[src/rtl/risk_adaptive_power_mode_controller_defines.svh]
// Assertion macros shared by the power mode controller RTL.
`ifndef RISK_ADAPTIVE_POWER_MODE_CONTROLLER_DEFINES_SVH
`define RISK_ADAPTIVE_POWER_MODE_CONTROLLER_DEFINES_SVH

// Same-cycle implication, disabled while reset is asserted.
`define RAPMC_ASSERT_IMPLY(name, clock, reset_n, ante, cons, msg) \
    name: assert property (@(posedge clock) disable iff (!reset_n) (ante) |-> (cons)) \
        else $error(msg);

// Next-cycle implication, disabled while reset is asserted.
`define RAPMC_ASSERT_NEXT(name, clock, reset_n, ante, cons, msg) \
    name: assert property (@(posedge clock) disable iff (!reset_n) (ante) |=> (cons)) \
        else $error(msg);

`endif

[src/rtl/rapmc_pkg.sv]
// Types, constants and the mode mapping function of the power mode controller.
`default_nettype none

package rapmc_pkg;

    localparam int ModeW     = 3;
    localparam int RiskW     = 12;
    localparam int IntervalW = 24;
    localparam int CountW    = 32;
    localparam int SecW      = 23;
    localparam int MsW       = 10;
    localparam int CfgIdxW   = 3;
    localparam int NumModes  = 5;

    // Power modes.
    localparam logic [ModeW-1:0] ModeSleep     = 3'd0;
    localparam logic [ModeW-1:0] ModeLow       = 3'd1;
    localparam logic [ModeW-1:0] ModeNormal    = 3'd2;
    localparam logic [ModeW-1:0] ModeHigh      = 3'd3;
    localparam logic [ModeW-1:0] ModeEmergency = 3'd4;

    // Request kinds.
    localparam logic ReqTick = 1'b0;
    localparam logic ReqRisk = 1'b1;

    // Configuration register indexes.
    localparam logic [CfgIdxW-1:0] CfgSleepInterval     = 3'd0;
    localparam logic [CfgIdxW-1:0] CfgLowInterval       = 3'd1;
    localparam logic [CfgIdxW-1:0] CfgNormalInterval    = 3'd2;
    localparam logic [CfgIdxW-1:0] CfgHighInterval      = 3'd3;
    localparam logic [CfgIdxW-1:0] CfgEmergencyInterval = 3'd4;

    // Interval reset values in milliseconds.
    localparam logic [IntervalW-1:0] SleepIntervalReset     = 24'd60000;
    localparam logic [IntervalW-1:0] LowIntervalReset       = 24'd30000;
    localparam logic [IntervalW-1:0] NormalIntervalReset    = 24'd10000;
    localparam logic [IntervalW-1:0] HighIntervalReset      = 24'd5000;
    localparam logic [IntervalW-1:0] EmergencyIntervalReset = 24'd1000;

    // Risk thresholds in Q0.12: 0.1, 0.3, 0.5 and 0.7.
    localparam logic [RiskW-1:0] ThLow       = 12'd410;
    localparam logic [RiskW-1:0] ThNormal    = 12'd1229;
    localparam logic [RiskW-1:0] ThHigh      = 12'd2048;
    localparam logic [RiskW-1:0] ThEmergency = 12'd2868;

    // The mode timer is kept as whole seconds plus milliseconds. A 32-bit
    // millisecond count of all ones is 4294967 s plus 295 ms; the next tick
    // wraps it to zero.
    localparam logic [MsW-1:0]  MsLast      = 10'd999;
    localparam logic [SecW-1:0] WrapSec     = 23'd4294967;
    localparam logic [MsW-1:0]  WrapMs      = 10'd295;

    typedef struct packed {
        logic             valid;
        logic             is_tick;
        logic             mode_change;
        logic [ModeW-1:0] old_mode;
        logic [ModeW-1:0] new_mode;
    } ctl_t;

    function automatic logic [ModeW-1:0] pick_mode(input logic [RiskW-1:0] risk);
        logic [ModeW-1:0] m;
        if (risk < ThLow) begin
            m = ModeSleep;
        end else if (risk < ThNormal) begin
            m = ModeLow;
        end else if (risk < ThHigh) begin
            m = ModeNormal;
        end else if (risk < ThEmergency) begin
            m = ModeHigh;
        end else begin
            m = ModeEmergency;
        end
        return m;
    endfunction

endpackage

`default_nettype wire

[src/rtl/rapmc_if.sv]
// Handshake interfaces for the request, result and configuration channels.
`default_nettype none

interface rapmc_req_if
    import rapmc_pkg::*;
();
    logic             valid;
    logic             ready;
    logic             req_type;
    logic [RiskW-1:0] risk_level;

    modport source (output valid, output req_type, output risk_level, input ready);
    modport sink   (input valid, input req_type, input risk_level, output ready);
endinterface

interface rapmc_res_if
    import rapmc_pkg::*;
();
    logic              valid;
    logic              ready;
    logic [ModeW-1:0]  power_mode;
    logic              mode_changed;
    logic              sample_now;
    logic [CountW-1:0] sleep_seconds;
    logic [CountW-1:0] active_seconds;
    logic [CountW-1:0] sleep_exits;
    logic [CountW-1:0] low_exits;
    logic [CountW-1:0] normal_exits;
    logic [CountW-1:0] high_exits;
    logic [CountW-1:0] emergency_exits;

    modport source (
        output valid, output power_mode, output mode_changed, output sample_now,
        output sleep_seconds, output active_seconds, output sleep_exits,
        output low_exits, output normal_exits, output high_exits,
        output emergency_exits, input ready
    );
    modport sink (
        input valid, input power_mode, input mode_changed, input sample_now,
        input sleep_seconds, input active_seconds, input sleep_exits,
        input low_exits, input normal_exits, input high_exits,
        input emergency_exits, output ready
    );
endinterface

interface rapmc_cfg_if
    import rapmc_pkg::*;
();
    logic                 valid;
    logic                 ready;
    logic [CfgIdxW-1:0]   index;
    logic [IntervalW-1:0] data;

    modport source (output valid, output index, output data, input ready);
    modport sink   (input valid, input index, input data, output ready);
endinterface

`default_nettype wire

[src/rtl/rapmc_cfg_regs.sv]
// Sampling interval registers and the per-mode interval select.
`default_nettype none

module rapmc_cfg_regs
    import rapmc_pkg::*;
(
    input  wire logic                 clk,
    input  wire logic                 rst_n,
    rapmc_cfg_if.sink                 cfg,
    input  wire logic [ModeW-1:0]     sel_mode,
    output logic      [IntervalW-1:0] sel_interval
);

    logic [IntervalW-1:0] sleep_iv_reg;
    logic [IntervalW-1:0] low_iv_reg;
    logic [IntervalW-1:0] normal_iv_reg;
    logic [IntervalW-1:0] high_iv_reg;
    logic [IntervalW-1:0] emergency_iv_reg;

    assign cfg.ready = 1'b1;

    always_ff @(posedge clk or negedge rst_n)
    begin
        if (!rst_n)
        begin
            sleep_iv_reg     <= SleepIntervalReset;
            low_iv_reg       <= LowIntervalReset;
            normal_iv_reg    <= NormalIntervalReset;
            high_iv_reg      <= HighIntervalReset;
            emergency_iv_reg <= EmergencyIntervalReset;
        end
        else if (cfg.valid)
        begin
            // Writes to indexes past the last register are dropped.
            case (cfg.index)
                CfgSleepInterval:     sleep_iv_reg     <= cfg.data;
                CfgLowInterval:       low_iv_reg       <= cfg.data;
                CfgNormalInterval:    normal_iv_reg    <= cfg.data;
                CfgHighInterval:      high_iv_reg      <= cfg.data;
                CfgEmergencyInterval: emergency_iv_reg <= cfg.data;
                default: ;
            endcase
        end
    end

    always_comb
    begin
        case (sel_mode)
            ModeSleep:     sel_interval = sleep_iv_reg;
            ModeLow:       sel_interval = low_iv_reg;
            ModeHigh:      sel_interval = high_iv_reg;
            ModeEmergency: sel_interval = emergency_iv_reg;
            default:       sel_interval = normal_iv_reg;
        endcase
    end

endmodule

`default_nettype wire

[src/rtl/rapmc_timers.sv]
// Mode timer, sample timer, active interval and the sample strobe.
`default_nettype none
`include "risk_adaptive_power_mode_controller_defines.svh"

module rapmc_timers
    import rapmc_pkg::*;
(
    input  wire logic                 clk,
    input  wire logic                 rst_n,
    input  wire ctl_t                 ctl,
    input  wire logic [IntervalW-1:0] new_interval,
    output logic                      sample,
    output logic      [SecW-1:0]      mode_secs
);

    logic [MsW-1:0]       mode_ms_reg;
    logic [MsW-1:0]       mode_ms_next;
    logic [SecW-1:0]      mode_sec_reg;
    logic [SecW-1:0]      mode_sec_next;
    logic [CountW-1:0]    sample_elapsed_reg;
    logic [CountW-1:0]    sample_elapsed_next;
    logic [CountW-1:0]    sample_inc;
    logic [IntervalW-1:0] active_interval_reg;
    logic [IntervalW-1:0] active_interval_next;

    // The mode timer only ever feeds whole seconds, so it counts milliseconds
    // within the second and seconds apart, which avoids a divide by 1000.
    assign mode_secs  = mode_sec_reg;
    assign sample_inc = sample_elapsed_reg + 32'd1;
    assign sample     = ctl.is_tick
                        && (sample_inc >= {{(CountW-IntervalW){1'b0}}, active_interval_reg});

    always_comb
    begin
        mode_ms_next         = mode_ms_reg;
        mode_sec_next        = mode_sec_reg;
        sample_elapsed_next  = sample_elapsed_reg;
        active_interval_next = active_interval_reg;
        if (ctl.valid && ctl.is_tick)
        begin
            if (mode_sec_reg == WrapSec && mode_ms_reg == WrapMs)
            begin
                mode_ms_next  = '0;
                mode_sec_next = '0;
            end
            else if (mode_ms_reg == MsLast)
            begin
                mode_ms_next  = '0;
                mode_sec_next = mode_sec_reg + 23'd1;
            end
            else
            begin
                mode_ms_next = mode_ms_reg + 10'd1;
            end
            sample_elapsed_next = sample ? '0 : sample_inc;
        end
        else if (ctl.valid && ctl.mode_change)
        begin
            mode_ms_next         = '0;
            mode_sec_next        = '0;
            active_interval_next = new_interval;
        end
    end

    always_ff @(posedge clk or negedge rst_n)
    begin
        if (!rst_n)
        begin
            mode_ms_reg         <= '0;
            mode_sec_reg        <= '0;
            sample_elapsed_reg  <= '0;
            active_interval_reg <= NormalIntervalReset;
        end
        else
        begin
            mode_ms_reg         <= mode_ms_next;
            mode_sec_reg        <= mode_sec_next;
            sample_elapsed_reg  <= sample_elapsed_next;
            active_interval_reg <= active_interval_next;
        end
    end

    `RAPMC_ASSERT_IMPLY(a_ms_in_range, clk, rst_n, 1'b1, mode_ms_reg <= MsLast, "ms field past 999")
    `RAPMC_ASSERT_NEXT(a_change_clears_timer, clk, rst_n, ctl.valid && ctl.mode_change, (mode_ms_reg == '0) && (mode_sec_reg == '0), "mode timer not restarted")
    `RAPMC_ASSERT_NEXT(a_sample_restarts, clk, rst_n, ctl.valid && sample, sample_elapsed_reg == '0, "sample timer not restarted")

endmodule

`default_nettype wire

[src/rtl/rapmc_stats.sv]
// Exit counters and the sleep and active second totals.
`default_nettype none

module rapmc_stats
    import rapmc_pkg::*;
(
    input  wire logic              clk,
    input  wire logic              rst_n,
    input  wire ctl_t              ctl,
    input  wire logic [SecW-1:0]   mode_secs,
    output logic      [CountW-1:0] sleep_total,
    output logic      [CountW-1:0] active_total,
    output logic      [CountW-1:0] exits [NumModes]
);

    logic [CountW-1:0] exit_reg [NumModes];
    logic [CountW-1:0] sleep_total_reg;
    logic [CountW-1:0] active_total_reg;
    logic [CountW-1:0] secs_wide;

    assign secs_wide    = {{(CountW-SecW){1'b0}}, mode_secs};
    assign sleep_total  = sleep_total_reg;
    assign active_total = active_total_reg;

    always_comb
    begin
        for (int i = 0; i < NumModes; i++)
        begin
            exits[i] = exit_reg[i];
        end
    end

    always_ff @(posedge clk or negedge rst_n)
    begin
        if (!rst_n)
        begin
            for (int i = 0; i < NumModes; i++)
            begin
                exit_reg[i] <= '0;
            end
            sleep_total_reg  <= '0;
            active_total_reg <= '0;
        end
        else if (ctl.valid && ctl.mode_change)
        begin
            for (int i = 0; i < NumModes; i++)
            begin
                if (ctl.old_mode == ModeW'(i))
                begin
                    exit_reg[i] <= exit_reg[i] + 32'd1;
                end
            end
            if (ctl.old_mode == ModeSleep)
            begin
                sleep_total_reg <= sleep_total_reg + secs_wide;
            end
            else if (ctl.old_mode == ModeHigh || ctl.old_mode == ModeEmergency)
            begin
                active_total_reg <= active_total_reg + secs_wide;
            end
        end
    end

endmodule

`default_nettype wire

[src/rtl/risk_adaptive_power_mode_controller.sv]
// Top level of the risk-adaptive power mode controller.
//
// Each request beat is either a one-millisecond tick or a new fire-risk value
// in Q0.12, and each one yields exactly one result beat that shows the state
// after the request: the power mode (sleep, low, normal, high, emergency,
// chosen by thresholds at 0.1, 0.3, 0.5 and 0.7), whether the request
// switched the mode, the sample strobe, the seconds spent in sleep and in
// high or emergency modes, and how often each mode was left. The block takes
// one beat per clock cycle while the sink keeps taking results: a beat is
// captured in an input register, its whole update is done by short compare
// and add logic as it leaves that register, and its result is held in the
// result register. While a result waits for the sink, one more request
// beat can still enter the input register; after that the request channel
// stalls until the sink takes the result. Interval registers are written
// through the configuration channel, which is always ready; a new interval
// takes effect at the next mode change. Reset brings the block up in normal
// mode with all counters at zero; there is no start-up sweep.
`default_nettype none
`include "risk_adaptive_power_mode_controller_defines.svh"

module risk_adaptive_power_mode_controller
    import rapmc_pkg::*;
(
    input  wire logic  clk,
    input  wire logic  rst_n,
    rapmc_req_if.sink  req,
    rapmc_res_if.source res,
    rapmc_cfg_if.sink  cfg
);

    // Input register.
    logic             in_valid_reg;
    logic             in_type_reg;
    logic [RiskW-1:0] in_risk_reg;

    // Mode state and result register.
    logic [ModeW-1:0] mode_reg;
    logic             out_valid_reg;
    logic             changed_reg;
    logic             sample_reg;

    logic                 advance;
    logic                 is_tick;
    logic [ModeW-1:0]     new_mode;
    logic                 change;
    logic [IntervalW-1:0] new_interval;
    logic                 sample;
    logic [SecW-1:0]      mode_secs;
    logic [CountW-1:0]    exits [NumModes];
    ctl_t                 ctl;

    // The beat in the input register moves on when the result register is
    // empty or is being emptied in this cycle.
    assign advance   = in_valid_reg && (!out_valid_reg || res.ready);
    assign req.ready = !in_valid_reg || advance;

    assign is_tick  = (in_type_reg == ReqTick);
    assign new_mode = pick_mode(in_risk_reg);
    assign change   = (in_type_reg == ReqRisk) && (new_mode != mode_reg);

    assign ctl.valid       = advance;
    assign ctl.is_tick     = is_tick;
    assign ctl.mode_change = change;
    assign ctl.old_mode    = mode_reg;
    assign ctl.new_mode    = new_mode;

    rapmc_cfg_regs u_cfg_regs (
        .clk          (clk),
        .rst_n        (rst_n),
        .cfg          (cfg),
        .sel_mode     (ctl.new_mode),
        .sel_interval (new_interval)
    );

    rapmc_timers u_timers (
        .clk          (clk),
        .rst_n        (rst_n),
        .ctl          (ctl),
        .new_interval (new_interval),
        .sample       (sample),
        .mode_secs    (mode_secs)
    );

    // The counters change only when a beat moves into the result register,
    // so they double as the result register for the statistics fields.
    rapmc_stats u_stats (
        .clk          (clk),
        .rst_n        (rst_n),
        .ctl          (ctl),
        .mode_secs    (mode_secs),
        .sleep_total  (res.sleep_seconds),
        .active_total (res.active_seconds),
        .exits        (exits)
    );

    always_ff @(posedge clk or negedge rst_n)
    begin
        if (!rst_n)
        begin
            in_valid_reg  <= 1'b0;
            out_valid_reg <= 1'b0;
            mode_reg      <= ModeNormal;
        end
        else
        begin
            if (req.ready)
            begin
                in_valid_reg <= req.valid;
            end
            if (advance)
            begin
                out_valid_reg <= 1'b1;
                if (change)
                begin
                    mode_reg <= new_mode;
                end
            end
            else if (res.ready)
            begin
                out_valid_reg <= 1'b0;
            end
        end
    end

    always_ff @(posedge clk)
    begin
        if (req.valid && req.ready)
        begin
            in_type_reg <= req.req_type;
            in_risk_reg <= req.risk_level;
        end
        if (advance)
        begin
            changed_reg <= change;
            sample_reg  <= sample;
        end
    end

    assign res.valid           = out_valid_reg;
    assign res.power_mode      = mode_reg;
    assign res.mode_changed    = changed_reg;
    assign res.sample_now      = sample_reg;
    assign res.sleep_exits     = exits[ModeSleep];
    assign res.low_exits       = exits[ModeLow];
    assign res.normal_exits    = exits[ModeNormal];
    assign res.high_exits      = exits[ModeHigh];
    assign res.emergency_exits = exits[ModeEmergency];

    `RAPMC_ASSERT_IMPLY(a_change_or_sample, clk, rst_n, res.valid, !(res.mode_changed && res.sample_now), "mode change and sample on one beat")
    `RAPMC_ASSERT_NEXT(a_change_loads_mode, clk, rst_n, advance && change, mode_reg == $past(new_mode), "mode not taken on change")
    `RAPMC_ASSERT_NEXT(a_in_held, clk, rst_n, in_valid_reg && !advance, in_valid_reg, "stalled input beat lost")

endmodule

`default_nettype wire
[src/flat_wrapper.sv]
// flat-port wrapper written by rule: the top's interface ports become plain ports
module risk_adaptive_power_mode_controller_flat import rapmc_pkg::*;
  (clk, rst_n, req_valid, req_req_type, req_risk_level, req_ready, res_valid, res_power_mode, res_mode_changed, res_sample_now, res_sleep_seconds, res_active_seconds, res_sleep_exits, res_low_exits, res_normal_exits, res_high_exits, res_emergency_exits, res_ready, cfg_valid, cfg_index, cfg_data, cfg_ready);
  rapmc_req_if req_i ();
  rapmc_res_if res_i ();
  rapmc_cfg_if cfg_i ();
  input  wire logic clk;
  input  wire logic rst_n;
  input wire logic [$bits(req_i.valid)-1:0] req_valid;
  input wire logic [$bits(req_i.req_type)-1:0] req_req_type;
  input wire logic [$bits(req_i.risk_level)-1:0] req_risk_level;
  output wire logic [$bits(req_i.ready)-1:0] req_ready;
  output wire logic [$bits(res_i.valid)-1:0] res_valid;
  output wire logic [$bits(res_i.power_mode)-1:0] res_power_mode;
  output wire logic [$bits(res_i.mode_changed)-1:0] res_mode_changed;
  output wire logic [$bits(res_i.sample_now)-1:0] res_sample_now;
  output wire logic [$bits(res_i.sleep_seconds)-1:0] res_sleep_seconds;
  output wire logic [$bits(res_i.active_seconds)-1:0] res_active_seconds;
  output wire logic [$bits(res_i.sleep_exits)-1:0] res_sleep_exits;
  output wire logic [$bits(res_i.low_exits)-1:0] res_low_exits;
  output wire logic [$bits(res_i.normal_exits)-1:0] res_normal_exits;
  output wire logic [$bits(res_i.high_exits)-1:0] res_high_exits;
  output wire logic [$bits(res_i.emergency_exits)-1:0] res_emergency_exits;
  input wire logic [$bits(res_i.ready)-1:0] res_ready;
  input wire logic [$bits(cfg_i.valid)-1:0] cfg_valid;
  input wire logic [$bits(cfg_i.index)-1:0] cfg_index;
  input wire logic [$bits(cfg_i.data)-1:0] cfg_data;
  output wire logic [$bits(cfg_i.ready)-1:0] cfg_ready;
  assign req_i.valid = req_valid;
  assign req_i.req_type = req_req_type;
  assign req_i.risk_level = req_risk_level;
  assign req_ready = req_i.ready;
  assign res_valid = res_i.valid;
  assign res_power_mode = res_i.power_mode;
  assign res_mode_changed = res_i.mode_changed;
  assign res_sample_now = res_i.sample_now;
  assign res_sleep_seconds = res_i.sleep_seconds;
  assign res_active_seconds = res_i.active_seconds;
  assign res_sleep_exits = res_i.sleep_exits;
  assign res_low_exits = res_i.low_exits;
  assign res_normal_exits = res_i.normal_exits;
  assign res_high_exits = res_i.high_exits;
  assign res_emergency_exits = res_i.emergency_exits;
  assign res_i.ready = res_ready;
  assign cfg_i.valid = cfg_valid;
  assign cfg_i.index = cfg_index;
  assign cfg_i.data = cfg_data;
  assign cfg_ready = cfg_i.ready;
  risk_adaptive_power_mode_controller u_core (.clk(clk), .rst_n(rst_n), .req(req_i), .res(res_i), .cfg(cfg_i));
endmodule
[config.mk]
export PLATFORM = sky130hd
export DESIGN_NAME = risk_adaptive_power_mode_controller_flat
export DESIGN_NICKNAME = d
export VERILOG_FILES = /design/src/rtl/rapmc_pkg.sv /design/src/rtl/rapmc_if.sv /design/src/rtl/rapmc_cfg_regs.sv /design/src/rtl/rapmc_timers.sv /design/src/rtl/rapmc_stats.sv /design/src/rtl/risk_adaptive_power_mode_controller.sv /design/src/flat_wrapper.sv
export VERILOG_INCLUDE_DIRS = /design/src /design/src/rtl
export SDC_FILE = /design/constraint.sdc
export NUM_CORES = 1
export LEC_CHECK = 0
export ABC_AREA = 1
export BUFFER_PORTS_ARGS = -buffer_cell sky130_fd_sc_hd__buf_2
export CORE_UTILIZATION = 50
export DETAILED_ROUTE_END_ITERATION = 10
export PLACE_DENSITY_LB_ADDON = 0.08
export SYNTH_ARGS = -nofsm -noshare
export SYNTH_HDL_FRONTEND = slang
export SYNTH_SLANG_ARGS = --single-unit
[constraint.sdc]
create_clock -name clk -period 3.9 [get_ports clk]
set_input_delay 0.39 -clock clk [delete_from_list [all_inputs] [get_ports clk]]
set_output_delay 0.39 -clock clk [all_outputs]
set_load 0.01 [all_outputs]
== Yosys cells after proc, flatten, opt, wreduce, memory -nomap -nowiden ==
Cells that the tools add are included.

* Register bits: 453
* Word-level logic and storage cells: 104
* Input port bits: 45
* Output and inout bits: 232

* $add $sub $neg: 10
* Bitwise operators: 3
* Multiplexer cells: 16
* Reduce and logical (&&, ||, !) cells: 31
* Equality and inequality tests: 16
* Magnitude comparators: 5

{| class="wikitable"
|+ Operators by type and width
! kind !! count
|-
| adder 32 x 1 -> 32 bit, second input constant || 6
|-
| case mux 24 bit (4 select lines) || 1
|-
| two-way mux 23 bit || 4
|-
| adder 32 x 23 -> 32 bit || 2
|-
| two-way mux 10 bit || 4
|-
| >= comparator 32 x 24 -> 1 bit || 1
|-
| two-way mux 32 bit || 1
|-
| AND reduction 2 bit || 13
|-
| less-than comparator 12 bit, second input constant || 2
|-
| adder 23 x 1 -> 23 bit, second input constant || 1
|-
| == test 23 bit, second input constant || 1
|-
| == test 3 x 2 -> 1 bit, second input constant || 5
|-
| less-than comparator 12 x 11 -> 1 bit, second input constant || 1
|-
| less-than comparator 12 x 9 -> 1 bit, second input constant || 1
|-
| two-way mux 3 bit || 4
|-
| adder 10 x 1 -> 10 bit, second input constant || 1
|-
| == test 10 bit, second input constant || 1
|-
| == test 10 x 9 -> 1 bit, second input constant || 1
|-
| == test 3 x 1 -> 1 bit, second input constant || 3
|-
| == test 3 bit, second input constant || 3
|-
| logical NOT 3 bit || 3
|-
| logical AND 1 bit || 7
|-
| nonzero test 2 bit || 2
|-
| logical OR 1 bit || 3
|-
| other kinds (6) || 10
|}

== Longest topological paths before layout ==
* Depth in word-level cells: 10
* Depth in mapped cells: 23
* Depth with buffers taken out: 22

== Hierarchy ==
From an unflattened synthesis, not the netlist that was laid out.

* Cell total of the unflattened synthesis: 3880
* Area total of the unflattened synthesis: 27734.1 µm²

{| class="wikitable"
|+ Modules (own cells, without submodules)
! module !! times used !! seq. area each (µm²) !! area an instance (µm²) !! cells each
|-
| rapmc_stats || 1 || 5605.4 || 15426.0 || 2279
|-
| rapmc_timers || 1 || 2233.4 || 5735.5 || 805
|-
| rapmc_cfg_regs || 1 || 3040.4 || 5619.1 || 694
|-
| risk_adaptive_power_mode_controller || 1 || 576.8 || 953.4 || 102
|}

== Worst setup path before layout ==
Ideal clock, no wire load.

* Kind: reg-to-reg
* From: reg u_core.u_timers.sample_elapsed_reg[3]
* To: reg u_core.sample_reg, in the netlist u_core.res.sample_now, data pin
* Setup time: 0.252 ns
* Path buffers: 1
* Arrival time: 2.530 ns
* Clock period less this slack: 2.782 ns
* Slack: 1.118 ns
* Cell stages (with the launch flop): 18
* Required time: 3.648 ns
* Cell sequence: dfrtp_1 -> nand2_1 -> nor2_1 -> nand2_1 -> nor2_2 -> nand2_1 -> nor2_1 -> xor2_1 -> ha_1 -> nand2_1 -> nor2_1 -> nor4_1 -> nand2_1 -> nor2_1 -> nand2_1 -> nand2_1 -> buf_4 -> inv_1

* Word-level cells in the longest chain between the ends: 3

{| class="wikitable"
|+ RTL lines
! what !! RTL line !! source
|-
| start, declared || rapmc_timers.sv:20 || <nowiki>logic [CountW-1:0] sample_elapsed_reg;</nowiki>
|-
| start signal, assigned || rapmc_timers.sv:78 || <nowiki>sample_elapsed_reg <= sample_elapsed_next;</nowiki>
|-
| adder 32 x 1 -> 32 bit || rapmc_timers.sv:29 || <nowiki>assign sample_inc = sample_elapsed_reg + 32'd1;</nowiki>
|-
| >= comparator 32 x 24 -> 1 bit || rapmc_timers.sv:31 || <nowiki>&& (sample_inc >= {{(CountW-IntervalW){1'b0}}, active_interval_reg});</nowiki>
|-
| logical AND 1 bit || rapmc_timers.sv:31 ||
|-
| via u_core.sample || risk_adaptive_power_mode_controller.sv:47 || <nowiki>logic sample;</nowiki>
|-
| end signal, assigned || risk_adaptive_power_mode_controller.sv:135 || <nowiki>sample_reg <= sample;</nowiki>
|-
| end, declared || risk_adaptive_power_mode_controller.sv:40 || <nowiki>logic sample_reg;</nowiki>
|}

The timed path passes the listed nets, and every way through them passes these cells.
A chain may end at the register's enable or synchronous reset.

== Final worst setup path ==
* From: reg u_core.u_timers.sample_elapsed_reg[3]
* To: reg u_core.u_timers.sample_elapsed_reg[15]

* Word-level cells in the longest chain between the ends: 4

{| class="wikitable"
|+ RTL lines
! what !! RTL line !! source
|-
| adder 32 x 1 -> 32 bit * || rapmc_timers.sv:29 ||
|-
| >= comparator 32 x 24 -> 1 bit || rapmc_timers.sv:31 ||
|-
| logical AND 1 bit || rapmc_timers.sv:31 ||
|-
| two-way mux 32 bit * || rapmc_timers.sv:55 || <nowiki>sample_elapsed_next = sample ? '0 : sample_inc;</nowiki>
|}

Mark *: on every way between the ends. The rest lies on a longest branch, timed or not.

==> run_results.csv <==
group,metric,value,unit
floorplan,die_h,233.8,um
pwr,powerDensity,510.1,nW/um^2
clocking,clk_latency,0.61,ns
routing,via_count,24150,
clocking,path_clk_slew,0.06,ns
global_routing,antenna_found_initial,1,
layout,drive_gt1_share,11.63,%
pwr,leakagePower,15.33,nW
clocking,cts_made_buffers,53,
global_routing,grt_pass1_vias,22450,
clocking,cts-hold-fix-buffers,14,
place,port_buffers,275,
routing,drtPass1Iterations,11,
synthesis,yosys.area.top_type,"dfrtp_1",
global_routing,grt_pass1_wl,117200,um
setup_path,crit_type,"reg2reg",
clocking,cts.sinks,453,
routing,routedWlPerCell,15.52,um
sta,clock_skew,0.02409,ns
layout,final_cell_count_no_fill,4652,
global_routing,grt_util_met1,37.22,%
sta,fin_crit,3.347,ns
synthesis,ys_seq_area_share,42.63,%
routing,drc,14,
floorplan,io_pins,277,
synthesis,yosysMostFrequentCell,"nand2_1",
synthesis,async_flop_share,96.69,%
synthesis,yosys.area.top_type_share,37.43,%
layout,final_nets,4047,
synthesis,synth_ff_type,"dfrtp_1",
job,maxCapViolCount,0,
synthesis,synthCells,3647,
synthesis,synth_common_cells,"1202 x nand2_1, 402 x dfrtp_1, 398 x inv_1",
setup_path,cp.required,4.44,ns
sta,finalSetupTns,0,ns
sta,hold_slack,0.05593,ns
min_path,hold_path.class,"in2reg",
clocking,root_buffer,"clkbuf_16",
floorplan,start_util,50.83,%
synthesis,ys_ff_latch,453,
routing,vias_per_cell,5.190,
clocking,h-tree-depth,2,
clocking,cts_tree,"done",
synthesis,yosys_warnings,0,
synthesis,syn-num-nets,3772,
setup_path,crit_path_max_fanout,16,
sta,report.final.slew_viol_count,0,
global_routing,use_met3,3.575,%
place,hpwl,51640,um
global_routing,met2_usage,42.21,%
global_routing,top_usage_layer,"met2",
floorplan,core_area,52870,um^2
synthesis,synthesis.area,26870,um^2
setup_path,cp-end-kind,"flip-flop",
layout,finalCoreUtilization,58.60,%
pwr,power,15.80,mW
setup_path,critPathArrivalTime,3.89,ns
sta,worst_pin_slew,1.018,ns
sta,rsz0062_at_grt,"false",
place,dp.cells,4541,
setup_path,worstSetupStartpointType,"flip-flop",
sta,hold_violations,0,
sta,setup_viol,0,
clocking,post_cts_buffers,0,
floorplan,die_w,233.8,um
run_status,status,"finished, violations left",
run_status,violations,"DRC",
global_routing,grt_max_degree,92,
synthesis,synth.distinct_cells,49,
global_routing,grt_overflow,0,
sta,relSlewSlack,32.02,%
synthesis,synth_edf_count,15,
synthesis,synth_area_leaders,"dfrtp_1 37%, nand2_1 17%, xor2_1 6.1%, o21ai_0 6.1%, inv_1 5.6%",
synthesis,syn_area_per_cell,7.369,um^2
layout,areaGrowthSynthToFinish,15.27,%
routing,ant_nets,0,
clocking,post_cts_resized,0,
pwr,peakVddDrop,0.3370,mV
sta,fmax,298.8,MHz
floorplan,fp.dieArea,54680,um^2
global_routing,grt_usage,26.44,%
floorplan,rows,84,
sta,fin_crit_sh,85.82,%
routing,wirelength,72180,um
routing,drt_iter0_markers,1643,
layout,largest_reg_flops,160,
clocking,cts_buffer_depth,3,
place,place.gp.congestion,0.9577,
## layout by cell type (no fill, tap or decap), types with 6 or more instances in the layout
| master | Yosys | routed |
|---|---|---|
| bufinv_16 | 0 | 7 |
| edfxtp_1 | 15 | 15 |
| clkbuf_16 | 0 | 54 |
| a21oi_1 | 105 | 103 |
| o21ai_0 | 325 | 325 |
| nor2_1 | 249 | 248 |
| nor3_1 | 133 | 133 |
| nand3b_1 | 8 | 8 |
| nor4_1 | 53 | 53 |
| ha_1 | 78 | 78 |
| xor2_1 | 187 | 187 |
| dfrtp_1 | 402 | 402 |
| clkinv_1 | 2 | 8 |
| o21ai_1 | 33 | 33 |
| clkbuf_8 | 0 | 9 |
| nand3_1 | 151 | 149 |
| xnor2_1 | 52 | 52 |
| inv_1 | 398 | 398 |
| nand2_1 | 1202 | 1202 |
| or2_2 | 8 | 8 |
| clkinvlp_4 | 0 | 8 |
| a31oi_1 | 6 | 6 |
| dlygate4sd3_1 | 0 | 14 |
| dfstp_2 | 36 | 36 |
| buf_2 | 33 | 274 |
| nand4_1 | 57 | 57 |
| buf_4 | 6 | 30 |
## metrics by stage
| stage | worst slack, ns | instance area, um^2 |
|---|---|---|
| after detailed placement | 0.5694 | 28990 |
| after global routing | 0.1536 | 30980 |
| after floorplan | 1.118 | 26870 |
| after global placement | 0.6703 | 28990 |
| final | 0.5530 | 30980 |
| after CTS | 0.5445 | 30970 |
## metal layers
metal / up-vias / routed length, um / share of wire (%)
met4: 0 / 1949 / 2.7
li1: 12270 / - / -
met2: 568 / 32810 / 45
met3: 112 / 3419 / 4.7
met1: 11200 / 34000 / 47
met5: - / 0 / 0
## cell type report
class	count	area, um^2
clock inverter	28	354.1
antenna	1	2.502
fill	5076	21890
timing repair buffer	323	1832
sequential	453	11460
multi-input combinational	2687	13460
tap	688	860.8
inverter	404	1516
clock buffer	68	1494
## where the power goes
part,internal (mW),switching (mW),total (mW)
combinational,1.43,2.50,3.92
clock,3.16,2.07,5.24
sequential,5.76,0.887,6.64
total,10.3,5.46,15.8
## critical path: stages, from the launching register on
cell and delay (ns):
dfrtp_1 0.42, nand2_1 0.11, nor2_1 0.14, nand2_1 0.12, nor2_2 0.38, nand2_1 0.15
nor2_1 0.22, xor2_1 0.22, ha_1 0.29, nand2_1 0.08, nor2_1 0.04, nor4_1 0.25
nand2_1 0.09, nor2_1 0.14, nand2_1 0.07, nand2_1 0.14, buf_4 0.25, nand2_1 0.07
nand2_1 0.07
## path summary, 6_finish.rpt
kind / from / endpoint / slack, ns / depth (start not counted)
max: u_core.u_timers.sample_elapsed_reg[3] / u_core.u_timers.sample_elapsed_reg[15] / 0.55 / 18
min: res_ready / u_core.res.valid / 0.06 / 4
max reg2reg: u_core.u_timers.sample_elapsed_reg[3] / u_core.u_timers.sample_elapsed_reg[15] / 0.55 / 18
min reg2reg: u_core.u_cfg_regs.sleep_iv_reg[8] / u_core.u_cfg_regs.sleep_iv_reg[8] / 0.48 / 2
max in group asynchronous: rst_n / u_core.u_cfg_regs.sleep_iv_reg[14] / 2.58 / 3
min in group asynchronous: rst_n / u_core.u_stats.active_total[31] / 0.35 / 2
## logic make-up (layout without fill, tap and decap cells)
| logic type | count (synthesis) | count (layout) | synth area share, % |
|---|---|---|---|
| adders and majority gates | 80 | 80 | 3.781 |
| AOI/OAI and AO/OA | 490 | 490 | 9.377 |
| buffers and inverters | 507 | 823 | 7.352 |
| xor gates and xnor gates | 239 | 239 | 7.789 |
| other | 1 | 2 | 0.01395 |
| and+or+nand+nor | 1877 | 1877 | 29.06 |
| DFF | 453 | 453 | 42.63 |
No activity file was read; power rests on OpenSTA's default activity.
